**config.mk**
```make
export PLATFORM = sky130hd
export DESIGN_NAME = chm_accum
export DESIGN_NICKNAME = d
export VERILOG_FILES = /design/src/rtl/chm_pkg.sv /design/src/rtl/chm_accum.sv
export SDC_FILE = /design/constraint.sdc
export NUM_CORES = 1
export LEC_CHECK = 0
export ABC_CLOCK_PERIOD_IN_PS = 15350
export BUFFER_PORTS_ARGS = -buffer_cell sky130_fd_sc_hd__buf_4
export CAP_MARGIN = 10
export CORE_UTILIZATION = 35
export CTS_CLUSTER_DIAMETER = 60
export DETAILED_ROUTE_END_ITERATION = 10
export GPL_ROUTABILITY_DRIVEN = 0
export PLACE_DENSITY = 0.7
export SYNTH_ARGS = -nofsm -noshare
export SYNTH_HDL_FRONTEND = slang
export SYNTH_SLANG_ARGS = --single-unit
export TNS_END_PERCENT = 50
```
**constraint.sdc**
```tcl
create_clock -name clock -period 15.35 [get_ports clock]
set_input_delay 1.535 -clock clock [delete_from_list [all_inputs] [get_ports clock]]
set_output_delay 1.535 -clock clock [all_outputs]
set_load 0.02 [all_outputs]
```
**src/rtl/chm_pkg.sv**
```systemverilog
package chm_pkg;

   // Fixed field widths of the request and response transactions.
   localparam int ACT_W   = 2;
   localparam int WORD_W  = 32;
   localparam int RCH_W   = 4;
   localparam int RBIN_W  = 12;
   localparam int CHF_W   = 6;
   localparam int POS_W   = 10;

   localparam int CNT_W   = 32;
   localparam int SUM_W   = 44;
   localparam int SQ_W    = 56;
   localparam int MOM_W   = CNT_W + SUM_W + SQ_W;

   localparam int REQ_DATA_W = 48;
   localparam int REQ_USER_W = 3;
   localparam int RSP_DATA_W = 168;
   localparam int RSP_USER_W = 2;

   // Block word decoding.
   localparam int HEADER_BIT = 31;
   localparam int CHAN_LSB   = 22;
   localparam logic [POS_W-1:0] FIRST_DATA_POS = 10'd3;
   localparam logic [POS_W-1:0] HEADER_POS     = 10'd1;

   // Action codes carried in the request user field.
   localparam logic [ACT_W-1:0] ACT_DATA     = 2'd0;
   localparam logic [ACT_W-1:0] ACT_READ_BIN = 2'd1;
   localparam logic [ACT_W-1:0] ACT_READ_MOM = 2'd2;

   typedef enum logic [1:0] {
      ST_OK         = 2'd0,
      ST_BAD_HEADER = 2'd1,
      ST_SKIPPED    = 2'd2,
      ST_CHAN_RANGE = 2'd3
   } status_type;

   typedef enum logic [1:0] {
      OP_NONE     = 2'd0,
      OP_UPDATE   = 2'd1,
      OP_READ_BIN = 2'd2,
      OP_READ_MOM = 2'd3
   } op_type;

   // Decoded command handed from the parser to the accumulate stage.
   typedef struct packed {
      op_type     op;
      status_type status;
      logic       bin_ok;
   } cmd_type;

endpackage

```
**src/rtl/chm_accum.sv**
```systemverilog
module chm_accum #(
   parameter int CHANNELS = 16,
   parameter int VALUE_BITS = 12,
   localparam int CH_W = (CHANNELS > 1) ? $clog2(CHANNELS) : 1,
   localparam int HA_W = $clog2(CHANNELS << VALUE_BITS)
) (
   input  logic                          clock,
   input  logic                          reset,
   input  logic                          accept,
   input  logic                          advance,
   input  chm_pkg::cmd_type              cmd,
   input  logic [HA_W-1:0]               hist_addr,
   input  logic [CH_W-1:0]               chan,
   input  logic [VALUE_BITS-1:0]         value,
   input  logic [2*VALUE_BITS-1:0]       square,
   input  logic [chm_pkg::CNT_W-1:0]     hist_rdata,
   input  logic [chm_pkg::MOM_W-1:0]     mom_rdata,
   output logic                          busy,
   output logic                          hist_we,
   output logic [HA_W-1:0]               hist_waddr,
   output logic [chm_pkg::CNT_W-1:0]     hist_wdata,
   output logic                          mom_we,
   output logic [CH_W-1:0]               mom_waddr,
   output logic [chm_pkg::MOM_W-1:0]     mom_wdata,
   output chm_pkg::status_type           rsp_status,
   output logic [chm_pkg::CNT_W-1:0]     rsp_bin,
   output logic [chm_pkg::CNT_W-1:0]     rsp_hits,
   output logic [chm_pkg::SUM_W-1:0]     rsp_sum,
   output logic [chm_pkg::SQ_W-1:0]      rsp_sq
);

   import chm_pkg::*;

   logic                    s1_valid_ff, s1_valid_in;
   cmd_type                 s1_cmd_ff;
   logic [HA_W-1:0]         s1_haddr_ff;
   logic [CH_W-1:0]         s1_chan_ff;
   logic [VALUE_BITS-1:0]   s1_value_ff;
   logic [2*VALUE_BITS-1:0] s1_square_ff;

   logic                    byp_h_valid_ff;
   logic [HA_W-1:0]         byp_h_addr_ff;
   logic [CNT_W-1:0]        byp_h_data_ff;
   logic                    byp_m_valid_ff;
   logic [CH_W-1:0]         byp_m_addr_ff;
   logic [MOM_W-1:0]        byp_m_data_ff;

   logic [CNT_W-1:0] hist_cur, hist_next;
   logic [MOM_W-1:0] mom_cur;
   logic [CNT_W-1:0] hits_cur, hits_next;
   logic [SUM_W-1:0] sum_cur, sum_next;
   logic [SQ_W-1:0]  sq_cur, sq_next;
   logic [SUM_W:0]   sum_ext;
   logic [SQ_W:0]    sq_ext;
   logic             update;

   // Stage occupancy: filled on accept, drained when the result moves on.
   always_comb begin
      if (accept) begin
         s1_valid_in = 1'b1;
      end else if (advance) begin
         s1_valid_in = 1'b0;
      end else begin
         s1_valid_in = s1_valid_ff;
      end
   end

   always_ff @(posedge clock) begin
      if (reset) begin
         s1_valid_ff <= 1'b0;
      end else begin
         s1_valid_ff <= s1_valid_in;
      end
   end

   always_ff @(posedge clock) begin
      if (accept) begin
         s1_cmd_ff    <= cmd;
         s1_haddr_ff  <= hist_addr;
         s1_chan_ff   <= chan;
         s1_value_ff  <= value;
         s1_square_ff <= square;
      end
   end

   // The RAM read was issued while the previous write landed, so take the
   // last written entry when the addresses match.
   assign hist_cur = (byp_h_valid_ff && (byp_h_addr_ff == s1_haddr_ff)) ?
                     byp_h_data_ff : hist_rdata;
   assign mom_cur  = (byp_m_valid_ff && (byp_m_addr_ff == s1_chan_ff)) ?
                     byp_m_data_ff : mom_rdata;

   assign hits_cur = mom_cur[CNT_W-1:0];
   assign sum_cur  = mom_cur[CNT_W +: SUM_W];
   assign sq_cur   = mom_cur[CNT_W + SUM_W +: SQ_W];

   // Saturating updates of the bin and the channel moments.
   always_comb begin
      hist_next = (&hist_cur) ? hist_cur : hist_cur + CNT_W'(1);
      hits_next = (&hits_cur) ? hits_cur : hits_cur + CNT_W'(1);
      sum_ext   = {1'b0, sum_cur} + (SUM_W + 1)'(s1_value_ff);
      sq_ext    = {1'b0, sq_cur} + (SQ_W + 1)'(s1_square_ff);
      sum_next  = sum_ext[SUM_W] ? {SUM_W{1'b1}} : sum_ext[SUM_W-1:0];
      sq_next   = sq_ext[SQ_W] ? {SQ_W{1'b1}} : sq_ext[SQ_W-1:0];
   end

   assign update     = s1_valid_ff && advance && (s1_cmd_ff.op == OP_UPDATE);
   assign hist_we    = update;
   assign hist_waddr = s1_haddr_ff;
   assign hist_wdata = hist_next;
   assign mom_we     = update;
   assign mom_waddr  = s1_chan_ff;
   assign mom_wdata  = {sq_next, sum_next, hits_next};

   // Last-write registers for forwarding.
   always_ff @(posedge clock) begin
      if (reset) begin
         byp_h_valid_ff <= 1'b0;
         byp_m_valid_ff <= 1'b0;
      end else if (update) begin
         byp_h_valid_ff <= 1'b1;
         byp_m_valid_ff <= 1'b1;
      end
   end

   always_ff @(posedge clock) begin
      if (update) begin
         byp_h_addr_ff <= s1_haddr_ff;
         byp_h_data_ff <= hist_next;
         byp_m_addr_ff <= s1_chan_ff;
         byp_m_data_ff <= mom_wdata;
      end
   end

   // Result fields; counts are zero unless the action reads them.
   always_comb begin
      rsp_status = s1_cmd_ff.status;
      rsp_bin    = '0;
      rsp_hits   = '0;
      rsp_sum    = '0;
      rsp_sq     = '0;
      case (s1_cmd_ff.op)
         OP_READ_BIN: begin
            if (s1_cmd_ff.bin_ok) begin
               rsp_bin = hist_cur;
            end
         end
         OP_READ_MOM: begin
            rsp_hits = hits_cur;
            rsp_sum  = sum_cur;
            rsp_sq   = sq_cur;
         end
         default: begin
            rsp_bin = '0;
         end
      endcase
   end

   assign busy = s1_valid_ff;

endmodule

```
==> impl_metrics.tcl <==
set metrics [dict create \
    status "completed" \
    netlist.top_cell.by_area "edfxtp_1" \
    cts_root_buffer "clkbuf_16" \
    syn-num-nets 2148 \
    start_kind "flip-flop" \
    syn_avg_cell_area_um2 9.242 \
    detail_route.wirelength_mm 67.39 \
    hold_slack_ns 0.5012 \
    detail_route.wl_per_cell_um 21.61 \
    setup_viol 0 \
    peakVddDrop_v 0.00007026 \
    ys.warnings.count 0 \
    num_rows 81 \
    synth_seq_cells 247 \
    finalSetupTns_ns 0 \
    remaining_drc_errors 0 \
    ctsResizeCount 0 \
    rsz0062_at_grt "no" \
    synth-seq-area-share 0.4264 \
    die_w_um 224.6 \
    place_ws_ns 7.699 \
    vias_per_cell 5.512 \
    antenna_found_initial 4 \
    drt-initial-drc-count 1716 \
    track_usage 0.2558 \
    cellLeakagePower_nw 9.857 \
    fp.dieH_um 224.6 \
    syn2layout_area_growth_pct 35.82 \
    cts_hold_buffers 0 \
    start_util 0.3544 \
    final_hold_viol_count 0 \
    ys_types 74 \
    clockBufferDepth 3 \
    cts_tree "built" \
    async_flop_share 0 \
    rr_startpoint "mom_waddr[3]" \
    drive_gt1_frac 0.2809 \
    endpoint_kind "primary output" \
    maxCapViolations 0 \
    rr_worst_depth 16 \
    synth_edf_count 245 \
    first_global_vias 16586 \
    grt_pass1_wl_mm 99.22 \
    cp-startpoint "mom_waddr[3]" \
    yosys_most_used_dff "edfxtp_1" \
    finalWorstSetupSlack_ns 7.143 \
    p_total_w 0.002216 \
    power_density_nw_per_um2 94.05 \
    cts_buffers 38 \
    layout.nets 2696 \
    rr_endpoint "byp_m_data_ff[116]" \
    dp_hpwl_mm 50.62 \
    final_common_cell "buf_4" \
    worst_pin_slew_ns 1.086 \
    hp-class "flip-flop to flip-flop" \
    antenna_left 0 \
    path_clk_slew_ns 0.06 \
    vias 17191 \
    worst_clock_skew_ns 0.02833 \
    rrSetupSlack_ns 9.15 \
    fin_crit_sh 0.5347 \
    pin_count 582 \
    post-cts-setup-buffers 0 \
    layout_common_cells "buf_4, nand2_1, edfxtp_1" \
    nFillCells 4615 \
    required_ns 13.82 \
    netlist_instances 1877 \
    slew_viol_final 0 \
    grt_max_degree 127 \
    crit_type "flip-flop to primary output" \
    syn-cell-area_um2 17350 \
    overflow 0 \
    relSlewSlack 0.2763 \
    endpoint "mom_wdata[75]" \
    worstPathMaxFanout 126 \
    clock-sinks 247 \
    synth_top_area_share 0.4241 \
    clk_latency_ns 0.56 \
    first_pass_iters 6 \
    min_period_ns 8.207 \
    synth_area_leaders "edfxtp_1, mux2i_1, nand2_1, xor2_1, xnor2_1" \
    max_freq_mhz 121.8 \
    worst_ep_arrival_time_ns 6.67 \
    dieArea_um2 50460 \
    coreArea_um2 48950 \
    h-tree-depth 2 \
    portBuffers 581 \
]
==> per-layer routing <==
layer  track usage  wire [µm]  up-vias
li1              -          -     7890
met1        0.3263      27500     8205
met2        0.4152      31300      936
met3       0.06035       6025      156
met4        0.1053       2548        4
met5             0         21        -
==> per-stage QoR <==
step / area (µm²) / util / std cells
after floorplan: 17350 / - / 1877
after global placement: 22270 / 0.4550 / 3049
after detailed placement: 22270 / 0.4550 / 3049
after CTS: 23560 / 0.4812 / 3117
after global routing: 23560 / 0.4813 / 3119
final: 23560 / 0.4813 / 3119
==> cell usage after synthesis (10+ instances only) <==
| cell | n |
|---|---|
| nand3_1 | 93 |
| nor4_1 | 12 |
| inv_1 | 27 |
| nor2b_1 | 10 |
| nor3_1 | 37 |
| ha_1 | 40 |
| o21a_1 | 13 |
| nor2_1 | 198 |
| a21o_1 | 14 |
| xnor2_1 | 85 |
| clkbuf_1 | 41 |
| and4_1 | 13 |
| xor2_1 | 106 |
| buf_1 | 12 |
| o21ai_0 | 45 |
| a31oi_1 | 15 |
| and2_1 | 10 |
| nand4_1 | 50 |
| mux2i_1 | 136 |
| nand2_1 | 346 |
| a21oi_1 | 123 |
| edfxtp_1 | 245 |
| a211oi_1 | 11 |
| and3_1 | 34 |
| buf_2 | 23 |
==> worst min-delay path by stage <==
stage | slack, ns | from | cells after the start | endpoint
final | 0.50 | mom_waddr[1] | 0 | byp_m_addr_ff[1]
after CTS | 0.50 | mom_waddr[1] | 0 | byp_m_addr_ff[1]
after floorplan | 0.49 | byp_m_valid_ff | 2 | byp_m_valid_ff
after detailed placement | 0.50 | mom_waddr[1] | 0 | byp_m_addr_ff[1]
after global placement | 0.48 | mom_waddr[3] | 0 | byp_m_addr_ff[3]
after global routing | 0.52 | mom_waddr[1] | 0 | byp_m_addr_ff[1]
==> final cells by class <==
type	count	area, µm²	area share
clock inverter	25	281.5	0.01195
sequential	247	7397	0.3140
multi-input combinational	1514	9437	0.4005
antenna	2	5.005	0.0002124
timing repair buffer	597	4507	0.1913
inverter	27	101.3	0.004302
clock buffer	43	1001	0.04249
tap	664	830.8	0.03526
==> critical path, stage by stage (launching register included) <==
cell	delay (ns)
edfxtp_1	0.43
xor2_1	0.21
or3_1	0.39
buf_4	0.23
nor2_8	0.60
buf_12	0.57
mux2i_1	0.43
inv_1	0.08
ha_1	0.28
a21o_1	0.21
a221oi_1	0.48
a21oi_1	0.17
a221oi_1	0.54
nor2b_1	0.32
and4_1	0.34
nor4b_2	0.18
xor2_1	0.17
nand2_1	0.20
buf_4	0.18
==> kinds of logic after synthesis <==
logic type | synth area share
and+or+nand+nor | 0.2323
AOI/OAI and AO/OA | 0.09853
DFF | 0.4264
xor gates and xnor gates | 0.09644
muxes | 0.08367
buffers and inverters | 0.03152
adders and majority gates | 0.03116
==> registers in the layout, summed over array words and instances (netlist names), 2 cells and up <==
signal         count
byp_m_addr_ff      4
rsp_status         2
byp_h_addr_ff     16
hist_waddr        16
mom_waddr          4
byp_h_data_ff     32
byp_m_data_ff    132
s1_square_ff      24
s1_cmd_ff          3
s1_value_ff       12
==> power by group <==
group          internal, W  leakage [nW]  switching [W]  total, W
sequential        0.000776          2.28      0.0000143  0.000790
combinational     0.000205          6.96       0.000314  0.000520
clock             0.000558         0.624       0.000349  0.000907
total              0.00154          9.86       0.000677   0.00222
Power figures use the tool's default switching activity.
