<file path="src/rtl/chm_pkg.sv">
package chm_pkg;

   // Fixed field widths of the request and response transactions.
   localparam int ACT_W   = 2;
   localparam int WORD_W  = 32;
   localparam int RCH_W   = 4;
   localparam int RBIN_W  = 12;
   localparam int CHF_W   = 6;
   localparam int POS_W   = 10;

   localparam int CNT_W   = 32;
   localparam int SUM_W   = 44;
   localparam int SQ_W    = 56;
   localparam int MOM_W   = CNT_W + SUM_W + SQ_W;

   localparam int REQ_DATA_W = 48;
   localparam int REQ_USER_W = 3;
   localparam int RSP_DATA_W = 168;
   localparam int RSP_USER_W = 2;

   // Block word decoding.
   localparam int HEADER_BIT = 31;
   localparam int CHAN_LSB   = 22;
   localparam logic [POS_W-1:0] FIRST_DATA_POS = 10'd3;
   localparam logic [POS_W-1:0] HEADER_POS     = 10'd1;

   // Action codes carried in the request user field.
   localparam logic [ACT_W-1:0] ACT_DATA     = 2'd0;
   localparam logic [ACT_W-1:0] ACT_READ_BIN = 2'd1;
   localparam logic [ACT_W-1:0] ACT_READ_MOM = 2'd2;

   typedef enum logic [1:0] {
      ST_OK         = 2'd0,
      ST_BAD_HEADER = 2'd1,
      ST_SKIPPED    = 2'd2,
      ST_CHAN_RANGE = 2'd3
   } status_type;

   typedef enum logic [1:0] {
      OP_NONE     = 2'd0,
      OP_UPDATE   = 2'd1,
      OP_READ_BIN = 2'd2,
      OP_READ_MOM = 2'd3
   } op_type;

   // Decoded command handed from the parser to the accumulate stage.
   typedef struct packed {
      op_type     op;
      status_type status;
      logic       bin_ok;
   } cmd_type;

endpackage

</file>
<file path="src/rtl/chm_parse.sv">
module chm_parse #(
   parameter int CHANNELS = 16,
   parameter int BLOCK_WORD_LIMIT = 515,
   parameter int VALUE_BITS = 12,
   localparam int CH_W = (CHANNELS > 1) ? $clog2(CHANNELS) : 1,
   localparam int HA_W = $clog2(CHANNELS << VALUE_BITS)
) (
   input  logic                          clock,
   input  logic                          reset,
   input  logic                          accept,
   input  logic [chm_pkg::ACT_W-1:0]     action,
   input  logic [chm_pkg::WORD_W-1:0]    data_word,
   input  logic                          block_start,
   input  logic [chm_pkg::RCH_W-1:0]     read_channel,
   input  logic [chm_pkg::RBIN_W-1:0]    read_bin,
   output chm_pkg::cmd_type              cmd,
   output logic [HA_W-1:0]               hist_addr,
   output logic [CH_W-1:0]               chan,
   output logic [VALUE_BITS-1:0]         value,
   output logic [2*VALUE_BITS-1:0]       square
);

   import chm_pkg::*;

   localparam logic [POS_W-1:0] LIMIT     = POS_W'(BLOCK_WORD_LIMIT);
   localparam logic [CHF_W:0]   CHAN_SPAN = (CHF_W + 1)'(CHANNELS);
   localparam logic [16:0]      BIN_SPAN  = 17'(2 ** VALUE_BITS);

   logic [POS_W-1:0] pos_ff, pos_in;
   logic             ok_ff, ok_in;
   logic [CHF_W-1:0] data_chan;
   logic [CHF_W-1:0] sel_chan;
   logic [15:0]      sel_bin;
   logic [CH_W+VALUE_BITS-1:0] full_addr;

   assign data_chan = data_word[CHAN_LSB +: CHF_W];

   // Block position tracking and classification of one transaction.
   always_comb begin
      pos_in     = pos_ff;
      ok_in      = ok_ff;
      cmd.op     = OP_NONE;
      cmd.status = ST_SKIPPED;
      cmd.bin_ok = 1'b0;
      case (action)
         ACT_DATA: begin
            if (block_start) begin
               pos_in     = HEADER_POS;
               ok_in      = data_word[HEADER_BIT];
               cmd.status = data_word[HEADER_BIT] ? ST_OK : ST_BAD_HEADER;
            end else if (ok_ff) begin
               if (pos_ff < LIMIT) begin
                  pos_in = pos_ff + POS_W'(1);
               end
               if (pos_ff < FIRST_DATA_POS) begin
                  cmd.status = ST_OK;
               end else if (pos_ff >= LIMIT) begin
                  cmd.status = ST_SKIPPED;
               end else if ({1'b0, data_chan} >= CHAN_SPAN) begin
                  cmd.status = ST_CHAN_RANGE;
               end else begin
                  cmd.op     = OP_UPDATE;
                  cmd.status = ST_OK;
               end
            end
         end
         ACT_READ_BIN: begin
            if ((CHF_W + 1)'(read_channel) >= CHAN_SPAN) begin
               cmd.status = ST_CHAN_RANGE;
            end else begin
               cmd.op     = OP_READ_BIN;
               cmd.status = ST_OK;
               cmd.bin_ok = 17'(read_bin) < BIN_SPAN;
            end
         end
         ACT_READ_MOM: begin
            if ((CHF_W + 1)'(read_channel) >= CHAN_SPAN) begin
               cmd.status = ST_CHAN_RANGE;
            end else begin
               cmd.op     = OP_READ_MOM;
               cmd.status = ST_OK;
            end
         end
         default: begin
            cmd.status = ST_SKIPPED;
         end
      endcase
   end

   // Memory addresses come from the data word for updates, else from the read fields.
   always_comb begin
      if (action == ACT_DATA) begin
         sel_chan = data_chan;
         sel_bin  = 16'(data_word[VALUE_BITS-1:0]);
      end else begin
         sel_chan = CHF_W'(read_channel);
         sel_bin  = 16'(read_bin);
      end
   end

   assign full_addr = {sel_chan[CH_W-1:0], sel_bin[VALUE_BITS-1:0]};
   assign hist_addr = full_addr[HA_W-1:0];
   assign chan      = sel_chan[CH_W-1:0];
   assign value     = data_word[VALUE_BITS-1:0];
   assign square    = value * value;

   always_ff @(posedge clock) begin
      if (reset) begin
         pos_ff <= '0;
         ok_ff  <= 1'b0;
      end else if (accept) begin
         pos_ff <= pos_in;
         ok_ff  <= ok_in;
      end
   end

endmodule

</file>
<file path="config.mk">
export PLATFORM = sky130hd
export DESIGN_NAME = chm_parse
export DESIGN_NICKNAME = d
export VERILOG_FILES = /design/src/rtl/chm_pkg.sv /design/src/rtl/chm_parse.sv
export SDC_FILE = /design/constraint.sdc
export NUM_CORES = 1
export LEC_CHECK = 0
export ABC_AREA = 0
export BUFFER_PORTS_ARGS = -buffer_cell sky130_fd_sc_hd__buf_2
export CORE_UTILIZATION = 50
export CTS_CLUSTER_DIAMETER = 60
export DETAILED_ROUTE_END_ITERATION = 12
export PLACE_DENSITY = 0.8
export SYNTH_ARGS = -nofsm -noshare
export SYNTH_HDL_FRONTEND = slang
export SYNTH_SLANG_ARGS = --single-unit
export TNS_END_PERCENT = 30
</file>
<file path="constraint.sdc">
create_clock -name clock -period 9.45 [get_ports clock]
set_input_delay 1.4175 -clock clock [delete_from_list [all_inputs] [get_ports clock]]
set_output_delay 1.4175 -clock clock [all_outputs]
set_load 0.01 [all_outputs]
</file>
==> summary.txt, run 1 <==
CP Launch Type: primary input
Clk slew on worst S/H paths: 50 ps
Initial core utilization: 0.5239
Reg2reg setup slack: 7420 ps
CP Data Required Time: 8030 ps
First-pass GRT wire length: 19.13 mm
Post-synthesis compound-gate area fraction: 0.08460
Post-DP HPWL: 9.356 mm
Total Wirelength: 10.89 mm
# diodes: 0
Post-layout min period: 8043 ps
CTS Buffer Depth: 2
Clock share of power: 0.028
Gates resized, CTS repair: 0
Syn Inst Count: 612
Fin. Hold Viols: 0
Pre-antenna DRT Iters: 4
Cell variety after synth: 53
Top cell by count, worst path: fa_1
WP depth: 18
Share of the synthesized area in the top cell type: 0.3162
Setup CP Type: primary input to output pin
Die area: 0.01079 sq mm
Fin nets: 878
Final period utilization: 0.8511
Synth Area in Adders: 0.4632
Syn nets: 809
Power Density: 297.9 mW/mm^2
Cts bufs inserted: 3
Crit path max-delay family: adder cells
Initial antenna violation count: 0
Crit path largest cell delay: 580 ps
Async S/R FF share, synth: 0
Final Skew: 4.721 ps
CTS tree: done
Crit path to: square[23]
Root Driver: clkbuf_8
Synth area leaders: fa_1, ha_1, inv_1
Vias in the first global route: 4,420
Sequential share of power: 0.028
Max Fanout on Critical Path: 14
Internal power: 761.3 uW
Rel. slew slack: 0.4090
CTS Hold Buffers Added: 0
Worst r2r src: pos_ff[0]
XOR/XNOR share of the synthesized area: 0.05230
Port-buffer cells: 100
Layout cells sized above 1: 0.2015
Fmax: 124.3 MHz
Post-synthesis instance area: 0.005191 sq mm
GP Congestion: 0.9371
CP cell instances: buf_2, and2_1, fa_1, inv_1, fa_1, inv_1, fa_1, fa_1, inv_1, fa_1, inv_1, ha_1, and4_1, nand2_1, o41ai_2, mux2_2, nand3_1, buf_2
Routed via count: 4,253
Data arrival, critical path: 6630 ps
Die Ht: 103.9 microns
Avg WL per Cell: 13.39 microns
Yosys reg bits: 11
Synth-to-layout area growth: 9.665%
Status: finished, final reports clean
Total setup buffers inserted after CTS: 0
Final setup margin: 1407 ps
Ys flop type: dfxtp_1
GRT Overall Usage: 0.2109
Finish-stage setup viols: 0
Sw frac: 0.5511
Proportion of synthesized area in mux cells: 0.04314
CP Capture Type: output pin
DRC violations left: 0
Psw: 934.6 uW
Max IR drop VDD: 0.0002310 V
Tightest Hold Check Type: flip-flop to flip-flop
R2R depth: 7
Skew-Pair Late Insertion Delay: 240 ps
Filler Cell Count: 906
Pleak: 0.003036 uW
Rows: 36
Largest net degree at the start of global routing: 23
Total gr overflow: 0
Critical path origin: data_word[11]
Top-Level Pins: 115
Yosys warnings: 0
Worst slew pin tran: 886.5 ps
Sequential cell area fraction in the yosys report: 0.04242
Pre-CTS setup slack: 1443 ps
Synth Area per Inst: 8.482 sq um
Synth Area in Simple Gates: 0.1632
Sink Count: 11
Via density: 5.231
Largest family of logic cells by synthesized area: adder cells
Critical Path Slowest Stage Cell: fa_1
Post-synth top area cell: fa_1
H-Tree Depth: 1
Max Cap Viol: 0
DIE WIDTH: 103.9 microns
Setup TNS: 0 ps
Max Slew Vio Count: 0
Drt first-iter violations: 155
Final ANT Viol Nets: 0
Comb power frac: 0.944
Core ar.: 0.009910 sq mm
RR Endpoint: pos_ff[2]
Worst Path Buf+Inv: 6
RSZ-0062 raised after global routing: no
Post-synth EDFFs: 0
[per-layer routing]
metal	global-route usage	up-vias	routed length [microns]
li1	-	2011	-
met1	0.2530	2090	4330
met2	0.4010	115	5930
met3	0.01504	37	360
met4	0.06122	0	268
met5	0	-	0
[flip-flops by register name (all words and copies together), names as in the netlist]
register	flops
ok_ff	1
pos_ff	10
[area by class of cell]
| type | count | area [sq um] | share of cell area |
|---|---|---|---|
| multi-input cells | 413 | 4190 | 0.7360 |
| inverters | 152 | 570.5 | 0.1002 |
| repair buffers | 100 | 500.5 | 0.08791 |
| flip-flops and latches | 11 | 220.2 | 0.03868 |
| well taps | 133 | 166.4 | 0.02923 |
| clock buffers | 4 | 45.04 | 0.007912 |
[Yosys cell counts, types with 6 or more instances]
cell type,n
inv_1,152
clkbuf_1,14
a21oi_1,25
mux2_2,19
buf_4,18
o21a_1,6
and2_1,49
dfxtp_1,11
xnor2_1,26
o21ai_0,16
nor2b_1,8
ha_1,61
nand2_1,35
fa_1,82
nand3_1,10
nor2_1,18
[how the worst min path moves through the flow]
stage / end / cells past startpoint / startpoint / slack, ps
4_1_cts: pos_ff[1] / 2 / pos_ff[1] / 500
3_3_place_gp: pos_ff[1] / 2 / pos_ff[1] / 480
3_5_place_dp: pos_ff[1] / 2 / pos_ff[1] / 490
5_1_grt: pos_ff[9] / 2 / pos_ff[8] / 530
2_1_floorplan: pos_ff[1] / 2 / pos_ff[1] / 460
6_report: pos_ff[1] / 2 / pos_ff[1] / 500
[through the flow]
step / std cells / hold WS (ps) / instance area [sq um] / util / power (uW)
final: 813 / 495.1 / 5693 / 0.5745 / 1696
after detailed placement: 809 / 491.5 / 5648 / 0.5699 / 1665
after floorplan: 612 / 460.3 / 5191 / - / 1202
after global placement: 809 / 478.5 / 5648 / 0.5699 / 1628
after CTS: 813 / 499.6 / 5693 / 0.5745 / 1723
after global routing: 813 / 525.6 / 5693 / 0.5745 / 1901
[power by group through the flow]
stage	logic, uW	clock network [uW]	registers, uW
floorplan	1150	0	47.8
global placement	1580	0	47.9
detailed placement	1620	0	47.9
CTS	1630	49.7	46.9
global route	1800	53.4	46.9
finish	1600	48.3	46.9
[layout by cell type, fill, tap and decap left out, types with 8 or more instances in the layout]
cell and instances:
inv_1 152, nand2_1 35, nand3_1 10, nor2b_1 8, buf_2 100, and2_1 49
o21ai_0 16, xnor2_1 26, fa_1 82, mux2_2 19, nor2_1 18, ha_1 61
dfxtp_1 11, a21oi_1 25
[worst min-delay path, stage by stage, from the launching register on]
cell and delay, ps:
dfxtp_1 320, o21ai_0 70, a21oi_1 60
[logic make-up after synthesis]
group           count (synthesis)
xor+xnor                       31
buf+inv                       188
other cells                     1
simple gates                  148
fa+ha+maj                     143
mux                            20
flops                          11
compound gates                 70
(Power assumes the default switching activity.)
==> inputs of run 2 (changes only) <==
--- a/config.mk
+++ b/config.mk
@@ -6,8 +6,10 @@
 export NUM_CORES = 1
 export LEC_CHECK = 0
 export ABC_AREA = 0
-export BUFFER_PORTS_ARGS = -buffer_cell sky130_fd_sc_hd__buf_2
+export BUFFER_PORTS_ARGS = -buffer_cell sky130_fd_sc_hd__clkbuf_2
+export CORE_MARGIN = 2
 export CORE_UTILIZATION = 50
+export CTS_BUF_LIST = sky130_fd_sc_hd__clkbuf_2
 export CTS_CLUSTER_DIAMETER = 60
 export DETAILED_ROUTE_END_ITERATION = 12
 export PLACE_DENSITY = 0.8
==> run 2 against run 1 <==
Compared with the run above: fmax is 0.12% higher; sequential share of layout area about the same; wire length is 1.2% lower; setup slack better by 10 ps; flip-flop and latch count stayed put; largest cell class unchanged; largest power group unchanged.
==> summary.txt, run 2 (same netlist as run 1, synthesis figures left out) <==
Final cell utilization of the core: 0.5569 (-0.01761)
WHS Path Cells: 2 (unchanged)
Post-DP HPWL: 9.264 mm (-0.99%)
Gates resized, CTS repair: 0 (unchanged)
Clock share of power: 0.016 (-0.012)
Metal3 WL: 307 microns (-15%)
Final period utilization: 0.8500 (-0.001065)
Final Skew: 19.63 ps (+14.91 ps)
Port-buffer cells: 100 (unchanged)
Root Driver: clkbuf_2
Total Wirelength: 10.76 mm (-1.2%)
Initial antenna violation count: 0 (unchanged)
Top reg by flops: pos_ff
CP cell instances: clkbuf_2, and2_1, fa_1, inv_1, fa_1, inv_1, fa_1, fa_1, inv_1, fa_1, inv_1, ha_1, and4_1, nand2_1, o41ai_2, mux2_2, nand3_1, clkbuf_2
Post-layout min period: 8032 ps (-10.06 ps)
CTS Hold Buffers Added: 0 (unchanged)
Status: finished, final reports clean
Sw frac: 0.5626 (+0.01156)
Rows: 37 (+2.8%)
Max IR drop VDD: 0.0002231 V (-3.4%)
Internal power: 737.2 uW (-3.2%)
Filler Cell Count: 928 (+2.4%)
Pre-antenna DRT Iters: 4 (unchanged)
Hold Slack: 511.9 ps (+16.87 ps)
Core ar.: 0.01018 sq mm (+2.8%)
Total setup buffers inserted after CTS: 0 (unchanged)
Rel. slew slack: 0.4263 (+0.01733)
WP depth: 18 (unchanged)
DIE WIDTH: 105.9 microns (+1.9%)
GRT Overall Usage: 0.1987 (-0.01222)
Reg2reg setup slack: 7470 ps (+50 ps)
CP Data Required Time: 8030 ps (about the same)
Top sig layer: met4
Routed via count: 4,169 (-2.0%)
CP Launch Type: primary input
Final ANT Viol Nets: 0 (unchanged)
Tightest Hold Check Type: flip-flop to flip-flop
Max Slew Vio Count: 0 (unchanged)
Top cell by count, worst path: fa_1
Vias in the first global route: 4,365 (-1.2%)
Storage cell area: 220.2 sq um (unchanged)
# diodes: 0 (unchanged)
Cts bufs inserted: 3 (unchanged)
R2R depth: 7 (unchanged)
Finish-stage setup viols: 0 (unchanged)
Die Ht: 105.9 microns (+1.9%)
Most common cell after layout, fill and taps aside: inv_1
Pleak: 0.003048 uW (+0.38%)
Setup CP Type: primary input to output pin
Max FFs per register: 10 (unchanged)
Crit path max-delay family: adder cells
Sink Count: 11 (unchanged)
Largest regs: pos_ff: 10 flops, ok_ff: 1 flops
Setup TNS: 0 ps (unchanged)
RSZ-0062 raised after global routing: no
Max Cap Viol: 0 (unchanged)
Skew-Pair Late Insertion Delay: 260 ps (+20 ps)
Die area: 0.01121 sq mm (+3.9%)
Total gr overflow: 0 (unchanged)
Wl on met1: 4.358 mm (+0.65%)
Largest net degree at the start of global routing: 23 (unchanged)
Most frequent cells in the layout: inv_1, clkbuf_2, fa_1
Fin. Hold Viols: 0 (unchanged)
Synth-to-layout area growth: 9.255%
Via density: 5.109 (-2.3%)
Layout cells sized above 1: 0.2029 (+0.001471)
Psw: 948.4 uW (+1.5%)
Avg WL per Cell: 13.19 microns (-1.6%)
Comb power frac: 0.956 (+0.012)
GP Congestion: 0.8720 (-6.9%)
Power Density: 297.2 mW/mm^2 (-0.23%)
DRC violations left: 0 (unchanged)
Area of the multi-input gates: 0.004190 sq mm (unchanged)
Max Fanout on Critical Path: 14 (unchanged)
CTS tree: done
Clk slew on worst S/H paths: 90 ps (+40 ps)
Overall Power: 1686 uW (-0.60%)
Initial core utilization: 0.5097 (-0.01416)
Placed Area: 0.005652 sq mm (about the same)
First-pass GRT wire length: 18.91 mm (-1.2%)
Cell area after layout: 0.005672 sq mm (-0.37%)
Worst Path Buf+Inv: 6 (unchanged)
CP Capture Type: output pin
H-Tree Depth: 1 (unchanged)
CTS Buffer Depth: 2 (unchanged)
Fmax: 124.5 MHz (+0.12%)
Drt first-iter violations: 172 (+11%)
Data arrival, critical path: 6610 ps (-20 ps)
Sequential share of power: 0.028 (about the same)
Critical Path Slowest Stage Cell: fa_1
Worst slew pin tran: 860.5 ps (-25.99 ps)
WL met2: 5.976 mm (+0.78%)
Top-Level Pins: 115 (unchanged)
Crit path largest cell delay: 560 ps (-20 ps)
Fin nets: 878 (unchanged)
[run 2: changes by cell type in the layout (fill, tap and decap cells not counted)]
| cell | previous run | this run |
|---|---|---|
| buf_2 | 100 | 0 |
| clkbuf_1 | 1 | 0 |
| clkbuf_2 | 0 | 104 |
| clkbuf_8 | 3 | 0 |
[run 2: routing by layer]
metal,vias to the layer above,GRT usage
met5,-,0
met4,0,0.03195
met3,13,0.009810
met2,82,0.3843
met1,2067,0.2477
li1,2007,-
[run 2: layout make-up]
cell class                 instances  area share
multi-input combinational        413      0.7388
inverter                         152      0.1006
sequential                        11     0.03883
clock buffer                       4    0.003530
timing repair buffer             100     0.08824
tap                              136     0.03000
[run 2: power groups by stage]
| stage | clock network, uW | logic (uW) | registers (uW) |
|---|---|---|---|
| floorplan | 0 | 1150 | 47.8 |
| global placement | 0 | 1590 | 47.9 |
| detailed placement | 0 | 1630 | 47.9 |
| CTS | 26.9 | 1640 | 46.8 |
| global route | 29.0 | 1820 | 46.8 |
| finish | 26.6 | 1610 | 46.8 |
[run 2: worst min-delay path, cell delays in order, from the launching register on]
cell and delay [ps]:
dfxtp_1 340, mux2i_1 70, nor2_1 70
[run 2: worst paths after layout]
| check | end | from |
|---|---|---|
| worst max-delay path | square[23] | data_word[11] |
| worst min-delay path | ok_ff | ok_ff |
| worst max register to register | pos_ff[2] | pos_ff[0] |
| worst min register to register | ok_ff | ok_ff |
[run 2: metrics by stage]
step                worst slack (ps)  instances
CTS                             1409        816
floorplan                       1963        612
detailed placement              1412        812
finish                          1418        816
global route                    1150        816
global placement                1520        812
