[config.mk]
export PLATFORM = sky130hd
export DESIGN_NAME = chm_ram
export DESIGN_NICKNAME = d
export VERILOG_FILES = /design/src/rtl/chm_ram.sv
export SDC_FILE = /design/constraint.sdc
export NUM_CORES = 1
export LEC_CHECK = 0
export BUFFER_PORTS_ARGS = -buffer_cell sky130_fd_sc_hd__buf_2
export CAP_MARGIN = 20
export CORE_AREA = 2 2 244 150
export CTS_CLUSTER_DIAMETER = 40
export DETAILED_ROUTE_END_ITERATION = 10
export DIE_AREA = 0 0 246 152
export PLACE_DENSITY_LB_ADDON = 0.12
export SYNTH_ARGS = -nofsm -noshare
export SYNTH_HDL_FRONTEND = slang
export SYNTH_SLANG_ARGS = --single-unit
[constraint.sdc]
create_clock -name clock -period 4.3 [get_ports clock]
set_input_delay 0.215 -clock clock [delete_from_list [all_inputs] [get_ports clock]]
set_output_delay 0.215 -clock clock [all_outputs]
set_load 0.1 [all_outputs]
[src/rtl/chm_ram.sv]
module chm_ram #(
   parameter int WIDTH = 32,
   parameter int DEPTH = 16,
   localparam int ADDR_W = (DEPTH > 1) ? $clog2(DEPTH) : 1
) (
   input  logic              clock,
   input  logic              we,
   input  logic [ADDR_W-1:0] waddr,
   input  logic [WIDTH-1:0]  wdata,
   input  logic              re,
   input  logic [ADDR_W-1:0] raddr,
   output logic [WIDTH-1:0]  rdata
);

   logic [WIDTH-1:0] mem_ff [DEPTH];
   logic [WIDTH-1:0] rdata_ff;

   // A read in the same cycle as a write to that entry returns the old data.
   always_ff @(posedge clock) begin
      if (we) begin
         mem_ff[waddr] <= wdata;
      end
      if (re) begin
         rdata_ff <= mem_ff[raddr];
      end
   end

   assign rdata = rdata_ff;

endmodule

==> out/results.ini, run 1 <==
[clock_network]
ctsResizeCount = 0
clk_pin_slew_ns = 0.06
cts_tree = yes
clk_path_buf_depth = 3
post_cts_buffers = 0
cts_max_level = 2
clock-sinks = 544
cts_buffers = 50
clockRootBuffer = clkbuf_16
clkLatencyLatePin_ns = 0.58
cts_hold_buf = 16

[critical_path]
reg2reg_depth = 3
crit_end = rdata[9]
r2r_slack_ns = 2.85
worstPathCellList = clkbuf_8 -> buf_12 -> mux4_2 -> a22oi_1 -> nand2_1
slowest_delay_ns = 0.60
worst_path_max_delay_cell = clkbuf_8
critPathMaxFanout = 62
rr_startpoint = mem_ff[11][9]
cp.depth = 5
critPathTopFamily = buffers and inverters
crit_buf_inv = 2
worst_r2r_endpoint = rdata[9]
critical_path.startpoint = raddr[0]
start_kind = input pin
path_class = in -> reg
cp.required_ns = 4.61
worstPathArrival_ns = 2.11
endpoint_kind = flop

[placed_design]
place_area_sq_um = 21300
portBuffers = 74
place.gp.congestion = 0.722
pre_cts_slack_ns = 1.85
hpwlAfterDp_mm = 22.5

[routing]
dr.pass1.iters = 7
ant_nets = 0
avgViaCountPerCell = 6.15
avgRoutedWirePerCell_um = 29.2
routed_wl_mm = 43.1
drt_iter0_drc = 940
drc_errors = 0
vias = 9083

[yosys]
syn-cell-area_sq_um = 20200
synth.avg_cell_area_sq_um = 24.1
synthCells = 838
ys_ff_latch = 544
ys_types = 17
ys_seq_area_share_pct = 81.0
yosysWarnings = 0
syn_nets = 881

[timing]
period_minus_slack_ns = 1.80
setup_viol = 0
rsz0062_at_grt = false
fmax_ghz = 0.555
hold_viol = 0
tns_ns = 0
relSlewSlack_pct = 33.7
setup_ws_ns = 2.50
finalCritPeriodShare_pct = 41.9
finalMaxSlewViolations = 0
tightest_slew_ns = 0.993
fin_skew_ns = 0.0170

[global_route]
grt_pass1_wl_mm = 63.5
grt_max_degree = 69
gr-usage-all-layers_pct = 23.8
antenna_found_initial = 1
grt_overflow = 0
first_global_vias = 9560

[outcome]
status = finished clean

[pwr]
power_frac_comb_pct = 6.3
power_density_nw_per_um2 = 480
p_sw_w = 0.00236
p_sw_share_pct = 21.3
power_w = 0.0111
leakage_nw = 7.38
cellInternalPower_w = 0.00873
clkPwrFrac_pct = 39.5
pwr-share-seq_pct = 54.2
irDropWorstVdd_uv = 419

[die]
std_cell_rows = 54
io_pins = 75
die_y_um = 152
core_sq_um = 35500
die-area_sq_um = 37400
die_w_um = 246
initial_utilization_pct = 56.9

[layout]
syn_to_final_growth_pct = 14.4
design_area_sq_um = 23100
fillCellCount = 2318
drive_gt1_share_pct = 31.7
n_antenna_cell = 0
fin_nets = 1008

[job]
cap_violations = 0

[hold_path]
worstHoldPathType = in -> reg

[cell type report]
cell class                      instances  area, sq um  area share (%)
Multi-Input combinational cell        251         3750            16.2
Clock buffer                           65         1370            5.94
Clock inverter                         22          235            1.02
Timing Repair Buffer                  118          790            3.42
Tap cell                              476          596            2.58
Sequential cell                       544        16300            70.8
[metrics by stage]
step / util, % / hold WS (ns) / cells
6_report: 65.1 / 0.0231 / 1476
5_1_grt: 65.1 / 0.0160 / 1476
4_1_cts: 65.1 / 0.000445 / 1476
3_5_place_dp: 60.1 / 0.596 / 1373
3_3_place_gp: 60.1 / 0.560 / 1373
2_1_floorplan: - / 0.314 / 838
[power groups by stage]
stage | Clock (W) | Sequential, W | Combinational, W
3_3_place_gp | 0 | 0.00611 | 0.000682
5_1_grt | 0.00465 | 0.00601 | 0.000747
2_1_floorplan | 0 | 0.00630 | 0.000285
3_5_place_dp | 0 | 0.00612 | 0.000697
4_1_cts | 0.00445 | 0.00601 | 0.000712
6_report | 0.00438 | 0.00601 | 0.000703
[routing by layer]
| metal | vias up | wire (um) | GRT usage (%) |
|---|---|---|---|
| met3 | 66 | 2360 | 4.08 |
| met4 | 2 | 854 | 6.41 |
| met2 | 292 | 21600 | 38.7 |
| li1 | 3860 | - | - |
| met5 | - | 13 | 0 |
| met1 | 4863 | 18300 | 34.3 |
[cell families after synthesis]
group	Yosys count	share of synthesized area [%]
muxes	128	14.3
and+or+nand+nor	59	1.25
buffers and inverters	43	1.10
AOI/OAI and AO/OA	64	2.38
DFF	544	81.0
[flip-flops by register name, summed over array words and instances (netlist names)]
name	cells
mem_ff	512
rdata	32
[worst min path at each step]
stage | from | end | slack [ns] | cells after the start
global placement | wdata[18] | mem_ff[2][18] | 0.56 | 1
finish | wdata[2] | mem_ff[14][2] | 0.02 | 1
floorplan | wdata[0] | mem_ff[0][0] | 0.31 | 0
global route | wdata[4] | mem_ff[15][4] | 0.02 | 1
CTS | wdata[2] | mem_ff[13][2] | 0.0004 | 1
detailed placement | wdata[15] | mem_ff[3][15] | 0.60 | 1
[worst register-to-register path, delay by kind of cell (launching register included)]
kind	cells	cell delay (ns)
multiplexers	1	0.47
flip-flops	1	0.36
AO/OA/AOI/OAI	1	0.27
AND/OR/NAND/NOR	1	0.09
[synthesized netlist by cell type, drive strengths merged]
library cell    n  share of area [%]
nand2b          2              0.062
clkbuf         17               0.32
nor2b           2              0.062
or3b            1              0.043
buf            26               0.79
mux4          128                 14
nor3            4              0.099
and2            1              0.031
nand3           1              0.025
edfxtp        544                 81
nand2          33               0.61
nand3b          2              0.074
a22oi          64                2.4
nor2           13               0.24
[cells in the final DEF, fill, tap and decap left out, drive strengths merged]
| master | netlist | final |
|---|---|---|
| a22oi | 64 | 64 |
| and2 | 1 | 1 |
| buf | 26 | 101 |
| bufinv | 0 | 5 |
| clkbuf | 17 | 66 |
| clkinv | 0 | 14 |
| clkinvlp | 0 | 1 |
| dlygate4sd3 | 0 | 16 |
| edfxtp | 544 | 544 |
| inv | 0 | 2 |
| mux4 | 128 | 128 |
| nand2 | 33 | 33 |
| nand2b | 2 | 2 |
| nand3 | 1 | 1 |
| nand3b | 2 | 2 |
| nor2 | 13 | 13 |
| nor2b | 2 | 2 |
| nor3 | 4 | 4 |
| or3b | 1 | 1 |
No activity file was read; power rests on OpenSTA's default activity.
==> run 2, diff against run 1 <==
--- a/config.mk
+++ b/config.mk
@@ -7,10 +7,10 @@
 export LEC_CHECK = 0
 export BUFFER_PORTS_ARGS = -buffer_cell sky130_fd_sc_hd__buf_2
 export CAP_MARGIN = 20
-export CORE_AREA = 2 2 244 150
+export CORE_AREA = 2 2 251 154
 export CTS_CLUSTER_DIAMETER = 40
 export DETAILED_ROUTE_END_ITERATION = 10
-export DIE_AREA = 0 0 246 152
+export DIE_AREA = 0 0 253 156
 export PLACE_DENSITY_LB_ADDON = 0.12
 export SYNTH_ARGS = -nofsm -noshare
 export SYNTH_HDL_FRONTEND = slang
==> constraint.sdc (replaced) <==
create_clock -name clock -period 1.4 [get_ports clock]
set_input_delay 0.07 -clock clock [delete_from_list [all_inputs] [get_ports clock]]
set_output_delay 0.07 -clock clock [all_outputs]
set_load 0.1 [all_outputs]
==> out/results.ini, run 2 (synthesis results as in run 1) <==
[critical_path]
path_class = reg -> reg
slowest_delay_ns = 0.48  ; -0.12 ns
start_kind = flop
worstPathArrival_ns = 1.70  ; -0.41 ns
critPathMaxFanout = 1  ; -98%
worstPathCellList = mux4_2 -> a22oi_2 -> nand2_1
endpoint_kind = flop
cp.required_ns = 1.70  ; -2.91 ns
worst_path_max_delay_cell = mux4_2

[global_route]
first_global_vias = 9906  ; +3.6%
grtUsageMet1_pct = 35.1  ; +0.83 points
grt_pass1_wl_mm = 65.6  ; +3.2%
grt_max_degree = 33  ; -52%
antenna_found_initial = 0  ; -1
use_met3_pct = 4.82  ; +0.74 points
met2_usage_pct = 36.0  ; -2.7 points
gr-usage-all-layers_pct = 23.3  ; -0.52 points
grt_overflow = 0  ; unchanged
grt.busiest_layer = met2

[layout]
fillCellCount = 2374  ; +2.4%
fin_nets = 1057  ; +4.9%
n_antenna_cell = 0  ; unchanged
syn_to_final_growth_pct = 20.4
top_register = mem_ff
utilization_pct = 65.3  ; +0.29 points
largest_reg_flops = 512  ; unchanged
drive_gt1_share_pct = 37.7  ; +6.0 points
final_cell_mix = 544 x edfxtp_1, 128 x mux4_2, 52 x buf_4, 51 x clkbuf_16, 41 x a22oi_2
final_common_cell = edfxtp_1

[timing]
fmax_ghz = 0.713
tns_ns = -0.00170  ; -0.00170 ns
relSlewSlack_pct = 64.9  ; +31 points
rsz0062_at_grt = true
hold_viol = 0  ; unchanged
finalCritPeriodShare_pct = 100
period_minus_slack_ns = 1.40
tightest_slew_ns = 0.526  ; -0.467 ns
finalMaxSlewViolations = 0  ; unchanged
setup_ws_ns = -0.00170  ; -2.50 ns
fin_skew_ns = 0.0272  ; +0.0103 ns
setup_viol = 1  ; +1

[routing]
routed_wl_mm = 44.3  ; +2.7%
drt_iter0_drc = 1104  ; +17%
dr.pass1.iters = 5  ; -2
ant_nets = 0  ; unchanged
vias = 9478  ; +4.3%
drc_errors = 0  ; unchanged
avgViaCountPerCell = 6.18  ; +0.40%
avgRoutedWirePerCell_um = 28.9  ; -1.2%

[die]
core_sq_um = 37200  ; +4.8%
initial_utilization_pct = 54.3  ; -2.6 points
die_y_um = 156  ; +2.6%
io_pins = 75  ; unchanged
std_cell_rows = 55  ; +1.9%
die_w_um = 253  ; +2.8%
die-area_sq_um = 39500  ; +5.6%

[placed_design]
hpwlAfterDp_mm = 23.7  ; +5.3%
portBuffers = 74  ; unchanged
place.gp.congestion = 0.755  ; +4.6%

[clock_network]
cts_buffers = 50  ; unchanged
clockRootBuffer = clkbuf_16
clk_path_buf_depth = 3  ; unchanged
cts_max_level = 2  ; unchanged
clkLatencyLatePin_ns = 0.58  ; about the same
clock-sinks = 544  ; unchanged
post_cts_buffers = 0  ; unchanged
cts_tree = yes
clk_pin_slew_ns = 0.07  ; about the same

[outcome]
status = finished, violations left
violations = negative setup slack

[pwr]
leakage_nw = 7.80  ; +5.6%
irDropWorstVdd_uv = 984  ; +140%
power_density_nw_per_um2 = 1430  ; +200%

[hold_path]
worstHoldPathType = in -> reg

[job]
cap_violations = 0  ; unchanged

run 2: changes by cell type in the layout (fill, tap and decap cells not counted), moves of 3 or more:
| cell | delta |
|---|---|
| a22oi_1 | -41 |
| a22oi_2 | +41 |
| buf_12 | +34 |
| buf_2 | -32 |
| buf_4 | +26 |
| clkbuf_1 | -7 |
| clkbuf_4 | +3 |
| clkinv_1 | +3 |
| dlygate4sd3_1 | +17 |
| nor3_2 | -4 |
| nor3_4 | +4 |
run 2: power breakdown:
group	leakage (nW)	switching, W	total (W)	internal, W
Clock	0.796	0.00575	0.0137	0.00793
Combinational	2.06	0.00159	0.00249	0.000894
Sequential	4.94	0.000113	0.0185	0.0183
run 2: final timing paths:
path | startpoint | end | slack [ns] | cells past startpoint
worst min-delay path | waddr[1] | mem_ff[8][1] | 0.18 | 4
worst max-delay path | mem_ff[11][4] | rdata[4] | -0.002 | 3
worst min register to register | mem_ff[6][22] | rdata[22] | 0.74 | 3
worst max register to register | mem_ff[11][4] | rdata[4] | -0.002 | 3
run 2: final cells by class:
type	count	area, sq um	share of cell area, %
multi-input cells	251	3990	16.4
clock inverters	32	344	1.42
flip-flops and latches	544	16300	67.3
well taps	484	606	2.49
repair buffers	167	1710	7.04
clock buffers	56	1290	5.33
run 2: repair_timing:
item	CTS	global route
resized for setup	42	32
gates cloned	0	0
endpoints found under the setup margin	40	33
hold endpoints to repair	516	0
hold buffers	33	0
pin swaps	7	37
run 2: metal layers:
metal	vias up	routed length (um)
met3	63	3760
met5	-	0
li1	3956	-
met1	5064	19200
met2	395	20600
met4	0	731
run 2: per-stage QoR:
stage	total power [W]	hold WS, ns	instances	cell area [sq um]	setup WS (ns)
after detailed placement	0.0211	0.456	1413	22000	-0.278
after global routing	0.0357	0.187	1534	24300	-0.0346
final	0.0346	0.175	1534	24300	-0.00170
after CTS	0.0348	0.165	1534	24100	-0.00252
after floorplan	0.0203	0.169	838	20400	-0.379
after global placement	0.0210	0.419	1413	22000	-0.277
run 2: critical path, delay by kind of cell (launching register included):
kind,cells,cell delay (ns)
AO/OA/AOI/OAI,1,0.19
flip-flops,1,0.37
multiplexers,1,0.48
AND/OR/NAND/NOR,1,0.08
==> run 3, diff against run 2 <==
==> constraint.sdc (replaced) <==
create_clock -name clock -period 1.4 [get_ports clock]
set_input_delay 0.28 -clock clock [delete_from_list [all_inputs] [get_ports clock]]
set_output_delay 0.28 -clock clock [all_outputs]
set_load 0.1 [all_outputs]
==> out/results.ini, run 3 (synthesis results as in run 1) <==
[outcome]
status = finished, violations left
violations = negative setup slack

[clock_network]
post_cts_buffers = 0  ; unchanged
cts_max_level = 2  ; unchanged
clk_path_buf_depth = 3  ; unchanged
clock-sinks = 544  ; unchanged
clk_pin_slew_ns = 0.07  ; about the same
cts_buffers = 51  ; +2.0%
cts_tree = yes
clockRootBuffer = clkbuf_16
clkLatencyLatePin_ns = 0.57  ; about the same

[critical_path]
r2r_slack_ns = -0.05  ; -0.05 ns
start_kind = flop
critPathTopFamily = flip-flops
crit_buf_inv = 1  ; +1
critPathMaxFanout = 1  ; unchanged
endpoint_kind = output pin
cp.required_ns = 1.12  ; -0.58 ns
worstPathCellList = buf_12
path_class = reg -> out
reg2reg_depth = 3  ; unchanged
worst_r2r_endpoint = rdata[8]
worstPathArrival_ns = 1.27  ; -0.43 ns
slowest_delay_ns = 0.49  ; about the same
worst_path_max_delay_cell = edfxtp_1
rr_startpoint = mem_ff[11][8]

[routing]
drc_errors = 0  ; unchanged
routed_wl_mm = 43.4  ; -2.0%
avgRoutedWirePerCell_um = 28.7  ; -0.53%
ant_nets = 0  ; unchanged
drt_iter0_drc = 899  ; -19%
avgViaCountPerCell = 6.12  ; -0.90%
vias = 9252  ; -2.4%
dr.pass1.iters = 5  ; unchanged

[die]
std_cell_rows = 55  ; unchanged
initial_utilization_pct = 54.3  ; unchanged
io_pins = 75  ; unchanged
die-area_sq_um = 39500  ; unchanged
die_y_um = 156  ; unchanged
die_w_um = 253  ; unchanged
core_sq_um = 37200  ; unchanged

[global_route]
gr-usage-all-layers_pct = 22.9  ; -0.47 points
grt_max_degree = 35  ; +6.1%
grt_overflow = 0  ; unchanged
first_global_vias = 9738  ; -1.7%
grt_pass1_wl_mm = 64.2  ; -2.1%
antenna_found_initial = 4  ; +4

[timing]
finalMaxSlewViolations = 0  ; unchanged
setup_ws_ns = -0.154  ; -0.152 ns
tightest_slew_ns = 0.310  ; -0.216 ns
tns_ns = -2.01  ; -2.01 ns
fin_skew_ns = 0.0151  ; -0.0121 ns
holdWs_ns = 0.0767  ; -0.0987 ns
period_minus_slack_ns = 1.55  ; +0.152 ns
hold_viol = 0  ; unchanged
setup_viol = 35  ; +34
rsz0062_at_grt = true
relSlewSlack_pct = 79.3  ; +14 points
fmax_ghz = 0.644  ; -9.8%
finalCritPeriodShare_pct = 111  ; +11 points

[layout]
final_cell_mix = 544 x edfxtp_1, 128 x mux4_2, 53 x clkbuf_16, 53 x buf_12, 40 x buf_2
n_antenna_cell = 0  ; unchanged
top_register = mem_ff
largest_reg_flops = 512  ; unchanged
final_common_cell = edfxtp_1
syn_to_final_growth_pct = 20.8
drive_gt1_share_pct = 39.6  ; +1.9 points
fin_nets = 1029  ; -2.6%

[job]
cap_violations = 0  ; unchanged

[placed_design]
portBuffers = 74  ; unchanged
place.gp.congestion = 0.743  ; -1.6%
hpwlAfterDp_mm = 23.7  ; +0.20%

[pwr]
leakage_nw = 7.84  ; +0.58%
power_density_nw_per_um2 = 1450  ; +1.6%
irDropWorstVdd_uv = 1060  ; +7.9%

[hold_path]
hold_depth = 1  ; -3
worstHoldPathType = in -> reg
min_from = wdata[27]
min_to = mem_ff[9][27]

==> run 3: changes by cell type in the layout (fill, tap and decap cells not counted), moves of 3 or more <==
cell | before | now
dlygate4sd3_1 | 33 | 0
buf_4 | 52 | 27
clkbuf_4 | 3 | 0
clkinv_4 | 1 | 5
buf_6 | 1 | 17
buf_12 | 37 | 53
==> run 3: per-stage QoR <==
stage | area (sq um) | instances | setup slack [ns] | util, % | total power, W
after detailed placement | 22300 | 1417 | -0.536 | 60.0 | 0.0213
after floorplan | 20500 | 838 | -0.589 | - | 0.0203
final | 24400 | 1511 | -0.154 | 65.6 | 0.0353
after global routing | 24400 | 1511 | -0.190 | 65.6 | 0.0364
after global placement | 22300 | 1417 | -0.491 | 60.0 | 0.0212
after CTS | 24200 | 1511 | -0.189 | 65.1 | 0.0355
==> run 3: how the worst max path moves through the flow <==
| stage | cells past startpoint | slack (ns) | end | startpoint |
|---|---|---|---|---|
| 2_1_floorplan | 2 | -0.59 | mem_ff[0][0] | waddr[2] |
| 3_3_place_gp | 5 | -0.49 | rdata[20] | raddr[0] |
| 5_1_grt | 1 | -0.19 | rdata[11] | rdata[11] |
| 4_1_cts | 1 | -0.19 | rdata[11] | rdata[11] |
| 3_5_place_dp | 5 | -0.54 | rdata[8] | raddr[0] |
| 6_report | 1 | -0.15 | rdata[11] | rdata[11] |
==> run 3: report_power, final <==
part	switching, W	total, W	internal, W
logic	0.00157	0.00254	0.000972
clock network	0.00586	0.0143	0.00843
registers	0.000135	0.0185	0.0183
==> run 3: layer usage <==
metal	wire [um]	part of all wire, %	global-route usage [%]
met5	51	0.12	0
met4	618	1.4	4.82
met3	2420	5.6	3.85
met2	21900	50	37.9
met1	18500	43	32.6
==> run 3: final cells by class <==
class,count,area [sq um]
clock buffers,59,1350
clock inverters,35,405
fillers,2331,12800
multi-input cells,251,4000
flip-flops and latches,544,16300
well taps,484,606
repair buffers,138,1670
==> run 3: what timing repair did <==
action | in CTS | in global routing
pin swaps | 2 | 2
resized for setup | 42 | 32
hold buffers | 0 | 0
endpoints found under the setup margin | 40 | 61
